<file path="src/rtl/tlpp_pkg.sv">
// Shared constants and the CORDIC arctangent table for the tilt level pixel plotter.
// No dependencies.
package tlpp_pkg;

    // Field widths of the sample and display write channels
    localparam int ACCEL_W = 16;
    localparam int BYTE_W  = 8;
    localparam int PAGE_W  = 3;
    localparam int COL_W   = 7;

    // CORDIC datapath widths (vector and angle accumulator)
    localparam int VEC_W     = 27;
    localparam int ACC_W     = 26;
    localparam int ATAN_W    = 22;
    localparam int ATAN_LEN  = 24;
    localparam int ROOT_STEPS = 24;

    // Angle constants, 2^-16 degree units and Q.6 degrees
    localparam logic signed [VEC_W-1:0] QUARTER_TURN = 27'sd5898674;
    localparam logic signed [VEC_W-1:0] DEG90_Q16    = 27'sd5898240;
    localparam logic signed [16:0]      DEG90_Q6     = 17'sd5760;
    localparam int                      HALF_TURN_Q6 = 11520;

    // round(atan(2^-i) * 57.3 * 65536)
    function automatic logic [ATAN_W-1:0] atan_unit(input logic [4:0] i);
        logic [ATAN_W-1:0] v;
        case (i)
            5'd0:    v = 22'd2949337;
            5'd1:    v = 22'd1741095;
            5'd2:    v = 22'd919947;
            5'd3:    v = 22'd466979;
            5'd4:    v = 22'd234396;
            5'd5:    v = 22'd117312;
            5'd6:    v = 22'd58670;
            5'd7:    v = 22'd29337;
            5'd8:    v = 22'd14669;
            5'd9:    v = 22'd7334;
            5'd10:   v = 22'd3667;
            5'd11:   v = 22'd1834;
            5'd12:   v = 22'd917;
            5'd13:   v = 22'd458;
            5'd14:   v = 22'd229;
            5'd15:   v = 22'd115;
            5'd16:   v = 22'd57;
            5'd17:   v = 22'd29;
            5'd18:   v = 22'd14;
            5'd19:   v = 22'd7;
            5'd20:   v = 22'd4;
            5'd21:   v = 22'd2;
            5'd22:   v = 22'd1;
            default: v = 22'd0;
        endcase
        return v;
    endfunction

endpackage

</file>
<file path="src/rtl/tlpp_sample_if.sv">
// Valid/ready channel carrying one accelerometer sample item.
// Depends on tlpp_pkg.
interface tlpp_sample_if;
    logic                                valid;
    logic                                ready;
    logic signed [tlpp_pkg::ACCEL_W-1:0] accel_x;
    logic signed [tlpp_pkg::ACCEL_W-1:0] accel_y;
    logic signed [tlpp_pkg::ACCEL_W-1:0] accel_z;
    logic                                recenter;

    modport source (output valid, output accel_x, output accel_y, output accel_z,
                    output recenter, input ready);
    modport sink   (input valid, input accel_x, input accel_y, input accel_z,
                    input recenter, output ready);
endinterface

</file>
<file path="src/rtl/tlpp_pixel_if.sv">
// Valid/ready channel carrying one display page write item.
// Depends on tlpp_pkg.
interface tlpp_pixel_if;
    logic                               valid;
    logic                               ready;
    logic [tlpp_pkg::BYTE_W-1:0]        pixel_byte;
    logic [tlpp_pkg::PAGE_W-1:0]        page_index;
    logic [tlpp_pkg::COL_W-1:0]         column_index;
    logic                               last_write;

    modport source (output valid, output pixel_byte, output page_index,
                    output column_index, output last_write, input ready);
    modport sink   (input valid, input pixel_byte, input page_index,
                    input column_index, input last_write, output ready);
endinterface

</file>
<file path="src/rtl/tlpp_front.sv">
// Front end: accepts a sample, runs isqrt, two CORDIC atan2 passes and the pixel
// mapping, then pushes the (row, column) pair into the queue. Depends on tlpp_pkg.
module tlpp_front #(
    parameter int DISPLAY_ROWS = 64,
    parameter int DISPLAY_COLS = 128,
    parameter int CORDIC_STEPS = 16
) (
    input  logic                  clk,
    input  logic                  rst_n,
    tlpp_sample_if.sink           sample,
    output logic                  push,
    output logic [$clog2(DISPLAY_ROWS)+$clog2(DISPLAY_COLS)-1:0] push_data,
    input  logic                  full
);
    localparam int RW    = $clog2(DISPLAY_ROWS);
    localparam int CW    = $clog2(DISPLAY_COLS);
    localparam int DW    = (RW > CW) ? RW : CW;
    localparam int NSTEP = (CORDIC_STEPS < tlpp_pkg::ATAN_LEN) ? CORDIC_STEPS
                                                               : tlpp_pkg::ATAN_LEN;
    localparam int DMAX  = (DISPLAY_ROWS > DISPLAY_COLS) ? DISPLAY_ROWS : DISPLAY_COLS;
    localparam int MW    = 19 + $clog2(DMAX + 1);
    localparam int REM_W = DW + 14;
    localparam int NW    = REM_W - 8;
    localparam int PW    = NW + 15;
    localparam int VW    = tlpp_pkg::VEC_W;
    localparam int AW    = tlpp_pkg::ACC_W;

    localparam logic signed [MW-1:0] ROWS_S  = MW'(DISPLAY_ROWS);
    localparam logic signed [MW-1:0] COLS_S  = MW'(DISPLAY_COLS);
    localparam logic signed [MW-1:0] ROW_LIM = MW'(DISPLAY_ROWS * tlpp_pkg::HALF_TURN_Q6);
    localparam logic signed [MW-1:0] COL_LIM = MW'(DISPLAY_COLS * tlpp_pkg::HALF_TURN_Q6);
    localparam logic signed [MW-1:0] ROUND_S = MW'(tlpp_pkg::HALF_TURN_Q6 / 2);
    // 11520 = 45 * 2^8; ceil(2^20 / 45) is exact for every in-range numerator
    localparam logic [14:0]          RECIP   = 15'd23302;

    typedef enum logic [9:0] {
        S_IDLE   = 10'b0000000001,
        S_SQUARE = 10'b0000000010,
        S_SUM    = 10'b0000000100,
        S_ROOT   = 10'b0000001000,
        S_PITCH  = 10'b0000010000,
        S_ANGLE  = 10'b0000100000,
        S_SCALE  = 10'b0001000000,
        S_DIVSET = 10'b0010000000,
        S_DIVIDE = 10'b0100000000,
        S_PUSH   = 10'b1000000000
    } state_t;

    typedef struct packed {
        logic signed [VW-1:0] x;
        logic signed [VW-1:0] y;
        logic signed [AW-1:0] acc;
    } vec_t;

    // Quarter-turn pre-rotation when the second operand is negative
    function automatic vec_t cordic_load(input logic signed [VW-1:0] a,
                                         input logic signed [VW-1:0] b);
        vec_t v;
        if (b < 0) begin
            if (a >= 0) begin
                v.x   = a;
                v.y   = -b;
                v.acc = AW'(tlpp_pkg::QUARTER_TURN);
            end
            else begin
                v.x   = -a;
                v.y   = b;
                v.acc = -AW'(tlpp_pkg::QUARTER_TURN);
            end
        end
        else begin
            v.x   = b;
            v.y   = a;
            v.acc = '0;
        end
        return v;
    endfunction

    state_t state_reg, state_next;

    logic signed [tlpp_pkg::ACCEL_W-1:0] x_reg, y_reg, z_reg;
    logic                                rc_reg;
    logic [31:0]                         sqy_reg, sqz_reg;
    logic [47:0]                         rad_reg, res_reg, bit_reg;
    logic [4:0]                          root_cnt_reg;
    logic signed [VW-1:0]                cx_reg, cy_reg;
    logic signed [AW-1:0]                cacc_reg, roll_acc_reg;
    logic [4:0]                          ci_reg;
    logic signed [16:0]                  roll_raw_reg, pitch_raw_reg;
    logic signed [17:0]                  roll_reg, pitch_reg;
    logic signed [15:0]                  roll_off_reg, pitch_off_reg;
    logic signed [MW-1:0]                num_row_reg, num_col_reg;
    logic [REM_W-1:0]                    rem_r_reg, rem_c_reg;
    logic [DW-1:0]                       q_r_reg, q_c_reg;
    logic                                sat_r_reg, sat_c_reg;

    logic                 accept;
    vec_t                 roll_load, pitch_load;
    logic signed [VW-1:0] dx, dy;
    logic signed [AW-1:0] au;
    logic                 cordic_run;
    logic [47:0]          trial, rad_step, res_step;
    logic signed [VW-1:0] v_roll, v_pitch;
    logic signed [16:0]   roll_raw_c, pitch_raw_c;
    logic signed [MW-1:0] dc;
    logic [PW-1:0]        prod_r, prod_c;
    logic [RW-1:0]        row_q;
    logic [CW-1:0]        col_q;

    assign sample.ready = (state_reg == S_IDLE);
    assign accept       = sample.valid && sample.ready;

    // Vector loads for the roll and pitch passes
    assign roll_load  = cordic_load(VW'(sample.accel_y) <<< 8, VW'(sample.accel_z) <<< 8);
    assign pitch_load = cordic_load(-(VW'(x_reg) <<< 8), VW'({1'b0, res_step[23:0]}));

    // One CORDIC vectoring iteration
    assign dx = cy_reg >>> ci_reg;
    assign dy = cx_reg >>> ci_reg;
    assign au = AW'(tlpp_pkg::atan_unit(ci_reg));
    assign cordic_run = (ci_reg < 5'(NSTEP)) &&
                        ((state_reg == S_SQUARE) || (state_reg == S_SUM) ||
                         (state_reg == S_ROOT) || (state_reg == S_PITCH));

    // One digit of the integer square root
    always_comb
    begin
        trial = res_reg + bit_reg;
        if (rad_reg >= trial)
        begin
            rad_step = rad_reg - trial;
            res_step = (res_reg >> 1) + bit_reg;
        end
        else
        begin
            rad_step = rad_reg;
            res_step = res_reg >> 1;
        end
    end

    // Angles rounded to Q.6
    assign v_roll      = tlpp_pkg::DEG90_Q16 - VW'(roll_acc_reg);
    assign v_pitch     = tlpp_pkg::DEG90_Q16 + VW'(cacc_reg);
    assign roll_raw_c  = 17'((v_roll + VW'(512)) >>> 10);
    assign pitch_raw_c = 17'((v_pitch + VW'(512)) >>> 10);

    assign dc = num_col_reg + ROUND_S;

    // Divide by 11520: drop 8 low bits, then multiply by the reciprocal of 45
    assign prod_r = PW'(rem_r_reg[REM_W-1:8]) * PW'(RECIP);
    assign prod_c = PW'(rem_c_reg[REM_W-1:8]) * PW'(RECIP);

    assign row_q     = sat_r_reg ? RW'(DISPLAY_ROWS - 1) : q_r_reg[RW-1:0];
    assign col_q     = sat_c_reg ? CW'(DISPLAY_COLS - 1) : q_c_reg[CW-1:0];
    assign push      = (state_reg == S_PUSH) && !full;
    assign push_data = {row_q, col_q};

    // Sequencer
    always_comb
    begin
        state_next = state_reg;
        unique case (state_reg)
            S_IDLE:   if (accept) state_next = S_SQUARE;
            S_SQUARE: state_next = S_SUM;
            S_SUM:    state_next = S_ROOT;
            S_ROOT:   if (root_cnt_reg == 5'(tlpp_pkg::ROOT_STEPS - 1)) state_next = S_PITCH;
            S_PITCH:  if (ci_reg >= 5'(NSTEP - 1)) state_next = S_ANGLE;
            S_ANGLE:  state_next = S_SCALE;
            S_SCALE:  state_next = S_DIVSET;
            S_DIVSET: state_next = S_DIVIDE;
            S_DIVIDE: state_next = S_PUSH;
            S_PUSH:   if (!full) state_next = S_IDLE;
            default:  state_next = S_IDLE;
        endcase
    end

    // Control state and offsets
    always_ff @(posedge clk or negedge rst_n)
    begin
        if (!rst_n)
        begin
            state_reg     <= S_IDLE;
            roll_off_reg  <= '0;
            pitch_off_reg <= '0;
        end
        else
        begin
            state_reg <= state_next;
            if (state_reg == S_DIVSET && rc_reg)
            begin
                roll_off_reg  <= 16'(roll_raw_reg - tlpp_pkg::DEG90_Q6);
                pitch_off_reg <= 16'(pitch_raw_reg - tlpp_pkg::DEG90_Q6);
            end
        end
    end

    // Datapath
    always_ff @(posedge clk)
    begin
        if (accept)
        begin
            x_reg    <= sample.accel_x;
            y_reg    <= sample.accel_y;
            z_reg    <= sample.accel_z;
            rc_reg   <= sample.recenter;
            cx_reg   <= roll_load.x;
            cy_reg   <= roll_load.y;
            cacc_reg <= roll_load.acc;
            ci_reg   <= '0;
        end
        else if (state_reg == S_ROOT && root_cnt_reg == 5'(tlpp_pkg::ROOT_STEPS - 1))
        begin
            roll_acc_reg <= cacc_reg;
            cx_reg       <= pitch_load.x;
            cy_reg       <= pitch_load.y;
            cacc_reg     <= pitch_load.acc;
            ci_reg       <= '0;
        end
        else if (cordic_run)
        begin
            if (!cy_reg[VW-1])
            begin
                cx_reg   <= cx_reg + dx;
                cy_reg   <= cy_reg - dy;
                cacc_reg <= cacc_reg + au;
            end
            else
            begin
                cx_reg   <= cx_reg - dx;
                cy_reg   <= cy_reg + dy;
                cacc_reg <= cacc_reg - au;
            end
            ci_reg <= ci_reg + 5'd1;
        end

        case (state_reg)
            S_SQUARE:
            begin
                sqy_reg <= 32'(y_reg) * 32'(y_reg);
                sqz_reg <= 32'(z_reg) * 32'(z_reg);
            end
            S_SUM:
            begin
                rad_reg      <= {sqy_reg + sqz_reg, 16'h0000};
                res_reg      <= '0;
                bit_reg      <= 48'h1 << 46;
                root_cnt_reg <= '0;
            end
            S_ROOT:
            begin
                rad_reg      <= rad_step;
                res_reg      <= res_step;
                bit_reg      <= bit_reg >> 2;
                root_cnt_reg <= root_cnt_reg + 5'd1;
            end
            S_ANGLE:
            begin
                roll_raw_reg  <= roll_raw_c;
                pitch_raw_reg <= pitch_raw_c;
                roll_reg      <= 18'(roll_raw_c) - 18'(roll_off_reg);
                pitch_reg     <= 18'(pitch_raw_c) - 18'(pitch_off_reg);
            end
            S_SCALE:
            begin
                num_row_reg <= MW'(pitch_reg) * ROWS_S;
                num_col_reg <= MW'(roll_reg) * COLS_S;
            end
            S_DIVSET:
            begin
                sat_r_reg <= !num_row_reg[MW-1] && (num_row_reg >= ROW_LIM);
                sat_c_reg <= !num_col_reg[MW-1] && (dc >= COL_LIM);
                if (num_row_reg[MW-1] || num_row_reg >= ROW_LIM)
                    rem_r_reg <= '0;
                else
                    rem_r_reg <= REM_W'(num_row_reg);
                if (num_col_reg[MW-1] || dc >= COL_LIM)
                    rem_c_reg <= '0;
                else
                    rem_c_reg <= REM_W'(dc);
            end
            S_DIVIDE:
            begin
                q_r_reg <= prod_r[DW+19:20];
                q_c_reg <= prod_c[DW+19:20];
            end
            default: ;
        endcase
    end

endmodule

</file>
<file path="src/rtl/tlpp_fifo.sv">
// Two-entry queue between the angle front end and the write sequencer.
// No package dependencies.
module tlpp_fifo #(
    parameter int WIDTH = 13
) (
    input  logic             clk,
    input  logic             rst_n,
    input  logic             push,
    input  logic [WIDTH-1:0] push_data,
    output logic             full,
    input  logic             pop,
    output logic [WIDTH-1:0] head,
    output logic             empty
);
    logic [WIDTH-1:0] mem_reg [2];
    logic             wr_ptr_reg, rd_ptr_reg;
    logic [1:0]       count_reg;

    assign full  = (count_reg == 2'd2);
    assign empty = (count_reg == 2'd0);
    assign head  = mem_reg[rd_ptr_reg];

    // Pointers and fill count
    always_ff @(posedge clk or negedge rst_n)
    begin
        if (!rst_n)
        begin
            wr_ptr_reg <= 1'b0;
            rd_ptr_reg <= 1'b0;
            count_reg  <= 2'd0;
        end
        else
        begin
            if (push) wr_ptr_reg <= !wr_ptr_reg;
            if (pop)  rd_ptr_reg <= !rd_ptr_reg;
            if (push && !pop)      count_reg <= count_reg + 2'd1;
            else if (pop && !push) count_reg <= count_reg - 2'd1;
        end
    end

    // Entry storage
    always_ff @(posedge clk)
    begin
        if (push) mem_reg[wr_ptr_reg] <= push_data;
    end

endmodule

</file>
<file path="src/rtl/tlpp_back.sv">
// Back end: turns each queued pixel into an erase write if it moved, then dot and center
// page writes (merged into one when they share a page and column). Depends on tlpp_pkg.
module tlpp_back #(
    parameter int DISPLAY_ROWS = 64,
    parameter int DISPLAY_COLS = 128
) (
    input  logic         clk,
    input  logic         rst_n,
    input  logic [$clog2(DISPLAY_ROWS)+$clog2(DISPLAY_COLS)-1:0] head,
    input  logic         empty,
    output logic         pop,
    tlpp_pixel_if.source pixel
);
    localparam int RW = $clog2(DISPLAY_ROWS);
    localparam int CW = $clog2(DISPLAY_COLS);
    localparam logic [RW-1:0] CROW = RW'(DISPLAY_ROWS / 2);
    localparam logic [CW-1:0] CCOL = CW'(DISPLAY_COLS / 2);

    typedef enum logic [2:0] {
        ST_ERASE  = 3'b001,
        ST_DOT    = 3'b010,
        ST_CENTER = 3'b100
    } step_t;

    step_t step_reg, step_next, cur;

    logic [RW-1:0] prev_row_reg, row_h;
    logic [CW-1:0] prev_col_reg, col_h;
    logic          valid_reg, last_reg;
    logic [tlpp_pkg::BYTE_W-1:0] byte_reg, w_byte;
    logic [tlpp_pkg::PAGE_W-1:0] page_reg, w_page;
    logic [tlpp_pkg::COL_W-1:0]  col_reg, w_col;
    logic          w_last, moved, merged, go;

    assign row_h  = head[RW+CW-1:CW];
    assign col_h  = head[CW-1:0];
    assign moved  = (row_h != prev_row_reg) || (col_h != prev_col_reg);
    assign merged = (col_h == CCOL) && ((row_h >> 3) == (CROW >> 3));
    assign go     = !empty && (!valid_reg || pixel.ready);
    assign cur    = (step_reg == ST_ERASE && !moved) ? ST_DOT : step_reg;

    // Select the write for the current step
    always_comb
    begin
        w_byte    = '0;
        w_page    = '0;
        w_col     = '0;
        w_last    = 1'b0;
        step_next = step_reg;
        pop       = 1'b0;
        unique case (cur)
            ST_ERASE:
            begin
                w_page    = tlpp_pkg::PAGE_W'(prev_row_reg >> 3);
                w_col     = tlpp_pkg::COL_W'(prev_col_reg);
                step_next = ST_DOT;
            end
            ST_DOT:
            begin
                if (merged)
                begin
                    w_byte    = (8'd1 << row_h[2:0]) | (8'd1 << CROW[2:0]);
                    w_page    = tlpp_pkg::PAGE_W'(CROW >> 3);
                    w_col     = tlpp_pkg::COL_W'(CCOL);
                    w_last    = 1'b1;
                    step_next = ST_ERASE;
                    pop       = go;
                end
                else
                begin
                    w_byte    = 8'd1 << row_h[2:0];
                    w_page    = tlpp_pkg::PAGE_W'(row_h >> 3);
                    w_col     = tlpp_pkg::COL_W'(col_h);
                    step_next = ST_CENTER;
                end
            end
            ST_CENTER:
            begin
                w_byte    = 8'd1 << CROW[2:0];
                w_page    = tlpp_pkg::PAGE_W'(CROW >> 3);
                w_col     = tlpp_pkg::COL_W'(CCOL);
                w_last    = 1'b1;
                step_next = ST_ERASE;
                pop       = go;
            end
            default: ;
        endcase
    end

    assign pixel.valid        = valid_reg;
    assign pixel.pixel_byte   = byte_reg;
    assign pixel.page_index   = page_reg;
    assign pixel.column_index = col_reg;
    assign pixel.last_write   = last_reg;

    // Sequencer state, previous dot and output valid
    always_ff @(posedge clk or negedge rst_n)
    begin
        if (!rst_n)
        begin
            step_reg     <= ST_ERASE;
            prev_row_reg <= '0;
            prev_col_reg <= '0;
            valid_reg    <= 1'b0;
        end
        else if (go)
        begin
            step_reg  <= step_next;
            valid_reg <= 1'b1;
            if (pop)
            begin
                prev_row_reg <= row_h;
                prev_col_reg <= col_h;
            end
        end
        else if (pixel.ready)
        begin
            valid_reg <= 1'b0;
        end
    end

    // Output payload register
    always_ff @(posedge clk)
    begin
        if (go)
        begin
            byte_reg <= w_byte;
            page_reg <= w_page;
            col_reg  <= w_col;
            last_reg <= w_last;
        end
    end

endmodule

</file>
<file path="src/rtl/tilt_level_pixel_plotter_top.sv">
// Top level of the tilt level pixel plotter: front end, queue and write sequencer.
// Depends on tlpp_pkg, tlpp_sample_if, tlpp_pixel_if, tlpp_front, tlpp_fifo, tlpp_back.
//
// Usage:
//   sample: one accelerometer item (accel_x, accel_y, accel_z, recenter) per
//           valid/ready handshake. Roll and pitch are found by integer square
//           root and two CORDIC atan2 passes and mapped to a display pixel.
//   pixel:  one to three page write items per sample (erase the old dot if it
//           moved, draw the new dot, draw the center dot, or one merged write);
//           last_write marks the final one.
//   Timing: the front end takes one sample at a time; how long it stays busy
//           is set by the 24-step square root, the pitch CORDIC pass and any
//           wait on a full queue. The first write then passes the queue and the
//           output register; the rest follow one per cycle while pixel.ready holds.
//   Stall:  a two-entry queue and the output register let the front end take
//           the next sample while writes wait on pixel.ready.
//   Reset:  offsets and previous dot clear to zero, all channels go idle.
module tilt_level_pixel_plotter_top #(
    parameter int DISPLAY_ROWS = 64,
    parameter int DISPLAY_COLS = 128,
    parameter int CORDIC_STEPS = 16
) (
    input  logic         clk,
    input  logic         rst_n,
    tlpp_sample_if.sink  sample,
    tlpp_pixel_if.source pixel
);
    localparam int EW = $clog2(DISPLAY_ROWS) + $clog2(DISPLAY_COLS);

    logic          push, full, pop, empty;
    logic [EW-1:0] push_data, head;

    // Angle and pixel computation
    tlpp_front #(
        .DISPLAY_ROWS (DISPLAY_ROWS),
        .DISPLAY_COLS (DISPLAY_COLS),
        .CORDIC_STEPS (CORDIC_STEPS)
    ) u_front (
        .clk       (clk),
        .rst_n     (rst_n),
        .sample    (sample),
        .push      (push),
        .push_data (push_data),
        .full      (full)
    );

    // Pixel queue
    tlpp_fifo #(
        .WIDTH (EW)
    ) u_fifo (
        .clk       (clk),
        .rst_n     (rst_n),
        .push      (push),
        .push_data (push_data),
        .full      (full),
        .pop       (pop),
        .head      (head),
        .empty     (empty)
    );

    // Display write sequencer
    tlpp_back #(
        .DISPLAY_ROWS (DISPLAY_ROWS),
        .DISPLAY_COLS (DISPLAY_COLS)
    ) u_back (
        .clk   (clk),
        .rst_n (rst_n),
        .head  (head),
        .empty (empty),
        .pop   (pop),
        .pixel (pixel)
    );

endmodule

</file>
<file path="src/flat_wrapper.sv">
// flat-port wrapper written by rule: the top's interface ports become plain ports
module tilt_level_pixel_plotter_top_flat 
#(
    parameter int DISPLAY_ROWS = 64,
    parameter int DISPLAY_COLS = 128,
    parameter int CORDIC_STEPS = 16
)
  (clk, rst_n, sample_valid, sample_accel_x, sample_accel_y, sample_accel_z, sample_recenter, sample_ready, pixel_valid, pixel_pixel_byte, pixel_page_index, pixel_column_index, pixel_last_write, pixel_ready);
  tlpp_sample_if sample_i ();
  tlpp_pixel_if pixel_i ();
  input  logic clk;
  input  logic rst_n;
  input wire logic [$bits(sample_i.valid)-1:0] sample_valid;
  input wire logic [$bits(sample_i.accel_x)-1:0] sample_accel_x;
  input wire logic [$bits(sample_i.accel_y)-1:0] sample_accel_y;
  input wire logic [$bits(sample_i.accel_z)-1:0] sample_accel_z;
  input wire logic [$bits(sample_i.recenter)-1:0] sample_recenter;
  output wire logic [$bits(sample_i.ready)-1:0] sample_ready;
  output wire logic [$bits(pixel_i.valid)-1:0] pixel_valid;
  output wire logic [$bits(pixel_i.pixel_byte)-1:0] pixel_pixel_byte;
  output wire logic [$bits(pixel_i.page_index)-1:0] pixel_page_index;
  output wire logic [$bits(pixel_i.column_index)-1:0] pixel_column_index;
  output wire logic [$bits(pixel_i.last_write)-1:0] pixel_last_write;
  input wire logic [$bits(pixel_i.ready)-1:0] pixel_ready;
  assign sample_i.valid = sample_valid;
  assign sample_i.accel_x = sample_accel_x;
  assign sample_i.accel_y = sample_accel_y;
  assign sample_i.accel_z = sample_accel_z;
  assign sample_i.recenter = sample_recenter;
  assign sample_ready = sample_i.ready;
  assign pixel_valid = pixel_i.valid;
  assign pixel_pixel_byte = pixel_i.pixel_byte;
  assign pixel_page_index = pixel_i.page_index;
  assign pixel_column_index = pixel_i.column_index;
  assign pixel_last_write = pixel_i.last_write;
  assign pixel_i.ready = pixel_ready;
  tilt_level_pixel_plotter_top #(.DISPLAY_ROWS(DISPLAY_ROWS), .DISPLAY_COLS(DISPLAY_COLS), .CORDIC_STEPS(CORDIC_STEPS)) u_core (.clk(clk), .rst_n(rst_n), .sample(sample_i), .pixel(pixel_i));
endmodule
</file>
<file path="config.mk">
export PLATFORM = sky130hd
export DESIGN_NAME = tilt_level_pixel_plotter_top_flat
export DESIGN_NICKNAME = d
export VERILOG_FILES = /design/src/rtl/tlpp_pkg.sv /design/src/rtl/tlpp_sample_if.sv /design/src/rtl/tlpp_pixel_if.sv /design/src/rtl/tlpp_front.sv /design/src/rtl/tlpp_fifo.sv /design/src/rtl/tlpp_back.sv /design/src/rtl/tilt_level_pixel_plotter_top.sv /design/src/flat_wrapper.sv
export SDC_FILE = /design/constraint.sdc
export NUM_CORES = 2
export LEC_CHECK = 0
export BUFFER_PORTS_ARGS = -buffer_cell sky130_fd_sc_hd__buf_2
export CORE_ASPECT_RATIO = 1.1
export CORE_MARGIN = 1
export CORE_UTILIZATION = 62
export DETAILED_ROUTE_END_ITERATION = 8
export GPL_TIMING_DRIVEN = 0
export PLACE_DENSITY = 0.85
export SYNTH_ARGS = -nofsm -noshare
export SYNTH_HDL_FRONTEND = slang
export SYNTH_HIERARCHICAL = 1
export SYNTH_SLANG_ARGS = --single-unit
</file>
<file path="constraint.sdc">
create_clock -name clk -period 15 [get_ports clk]
set_input_delay 0.75 -clock clk [delete_from_list [all_inputs] [get_ports clk]]
set_output_delay 0.75 -clock clk [all_outputs]
set_load 0.005 [all_outputs]
</file>
==> reports/results.tsv <==
stage	metric	value	unit
grt	gr-total-overflow	0	
worst_setup_path	start_kind	register	
floorplan	core.rowCount	124	
synth	synthDistinctLibCells	109	
cts	cts_hold_buf	0	
timing	hold_viol	0	
final_layout	layout_common_cells	inv_1, ha_1, fa_1	
synth	seq_area_frac_synth	27.5	%
timing	fmaxAchievable	121	MHz
route	drt_wl_total	184000	um
timing	drv_slew	0	
synth	synthArstFlopShare	10.2	%
floorplan	die_y	342	um
route	num_vias	51700	
final_layout	area_growth	7.34	%
grt	antenna_found_initial	1	
route	drtIter0Drc	5037	
cts	clk_pin_slew	0.06	ns
outcome	status	complete, but fails checks	
worst_setup_path	cp-end-kind	register	
timing	slew_headroom	15.2	%
cts	post_cts_resized	0	
synth	syn_inst	6674	
synth	avgSynthCellArea	9.78	um^2
route	postRouteAntennaNets	0	
synth	synth_seq_cells	618	
place	dpl_cell_area	0.0678	mm^2
timing	fin_crit_sh	55.3	%
grt	grt_pass1_vias	52800	
cts	cts_buffers	68	
synth	ys_warn_count	6	
cts	cts_buffer_depth	3	
synth	syn_nets	7884	
floorplan	die_w	311	um
timing	tightest_slew	1.27	ns
run	cap_violations	0	
place	hpwl	145000	um
worst_setup_path	arrival	8.70	ns
outcome	violations	design-rule violations	
worst_setup_path	worstSetupPathType	reg2reg	
final_layout	nNetsFinal	8052	
cts	clock-root-buffer	clkbuf_16	
worst_setup_path	path_buf_inv	6	
route	vias_per_cell	6.25	
worst_setup_path	slowest_delay	0.79	ns
place	gp_congestion	1.05	
floorplan	start_util	62.7	%
synth	synth-edff-count	528	
timing	period_minus_slack	8.29	ns
grt	grt_pass1_wl	287000	um
final_layout	fillCellCount	7744	
worst_setup_path	crit_slowest_cell	clkbuf_1	
place	io_buffers	73	
cts	cts_tree	built	
floorplan	pin_count	74	
synth	syn_area	0.0652	mm^2
floorplan	core_area	0.104	mm^2
final_layout	mostFrequentLayoutCell	inv_1	
worst_setup_path	cp_top_family	buffers and inverters	
cts	clock_latency	0.66	ns
worst_setup_path	cp_data_required_time	15.41	ns
synth	ys.flop_type	edfxtp_1	
timing	rsz0062_at_grt	false	
final_layout	final_util	67.3	%
worst_setup_path	critPathMostFrequentCell	clkbuf_1	
cts	cts_htree_levels	3	
grt	grt_max_degree	64	
route	drc_errors	1	
min_path	hp-class	in2async	
grt	grt.total_usage	34.5	%
route	dr.pass1.iters	8	
route	post_drt_wl_per_cell	22.2	um
cts	clock-sinks	618	
timing	clock_skew	0.0664	ns
cts	post_cts_buffers	0	
final_layout	stdcell_area	0.0700	mm^2
timing	finalSetupViolations	0	
worst_setup_path	worstPathMaxFanout	10	
floorplan	dieArea	0.107	mm^2
final_layout	layout-drive-gt1-share	6.73	%
timing	finalSetupTns	0	ns
-- layer usage --
metal  up-vias  track usage, %  wire [um]
met5         -               0         13
met4         2            18.0      10300
met3       570            4.90      15100
met2      2578            58.3      87900
met1     25200            43.1      70400
li1      23400               -          -
-- final timing paths --
kind	start	endpoint	slack, ns	depth (start not counted)
max in group asynchronous	rst_n	u_core/u_front/state_reg[1]$_DFFE_PN0P_	14.15	1
max	u_core/u_front/ci_reg[1]$_SDFFE_PP0P_	u_core/u_front/cx_reg[26]$_DFFE_PP_	6.71	28
min reg2reg	u_core/u_front/roll_reg[8]$_DFFE_PP_	u_core/u_front/num_col_reg[15]$_DFFE_PP_	0.40	0
min in group clk	sample_accel_x[10]	u_core/u_front/x_reg[10]$_DFFE_PP_	0.27	1
max reg2reg	u_core/u_front/ci_reg[1]$_SDFFE_PP0P_	u_core/u_front/cx_reg[26]$_DFFE_PP_	6.71	28
min	rst_n	u_core/u_back/prev_col_reg[6]$_DFFE_PN0P_	0.19	1
-- cells by family (layout without fill, tap and decap cells) --
group           after synthesis  after routing  synth area share (%)
other cells                   1              5               0.00575
flops                       618            618                  27.5
simple gates               1754           1754                  13.0
mux                         178            178                  4.04
fa+ha+maj                  1157           1157                  28.6
compound gates             1291           1291                  13.0
buf+inv                    1166           1385                  7.00
xor+xnor                    509            509                  6.86
-- cell usage after synthesis, types with 122 or more instances --
master    instances  area [um^2]
nor3_1          127          636
nand2_1         476         1790
a21oi_1         324         1620
o21ai_0         288         1440
edfxtp_1        528        15900
nor2_1          509         1910
fa_1            555        11100
xnor2_1         323         2830
a21o_1          122          916
xor2_1          184         1610
inv_1           947         3550
clkbuf_1        155          582
ha_1            602         7530
-- worst register-to-register path, delay by kind of cell, from the launching register on --
kind                       cells  cell delay (ns)
xor gates and xnor gates       2             0.34
AOI/OAI and AO/OA              9             2.26
and+or+nand+nor                8             1.35
adders and majority gates      2             0.60
muxes                          1             0.42
DFF                            1             0.34
buffers and inverters          6             2.75
-- final cells by class --
type	instances	area [um^2]	share of cell area [%]
multi-input combinational	4890	42800	61.1
sequential	618	18000	25.7
inverter	951	3570	5.10
clock buffer	85	1840	2.62
tap	1386	1730	2.48
buffer	215	1000	1.43
timing repair buffer	98	712	1.02
clock inverter	36	423	0.604
antenna	4	10.0	0.0143
-- through the flow --
step / hold slack (ns) / setup slack (ns) / cells
after floorplan: 0.400 / 6.48 / 6674
after global placement: 0.400 / 2.96 / 8133
after detailed placement: 0.405 / 6.98 / 8157
after CTS: 0.217 / 6.98 / 8278
after global routing: 0.246 / 6.40 / 8279
final: 0.190 / 6.71 / 8283
Power is left out: the tool's default activity adds up to more than one toggle a clock period on the data nets, which glitch-free logic cannot reach.
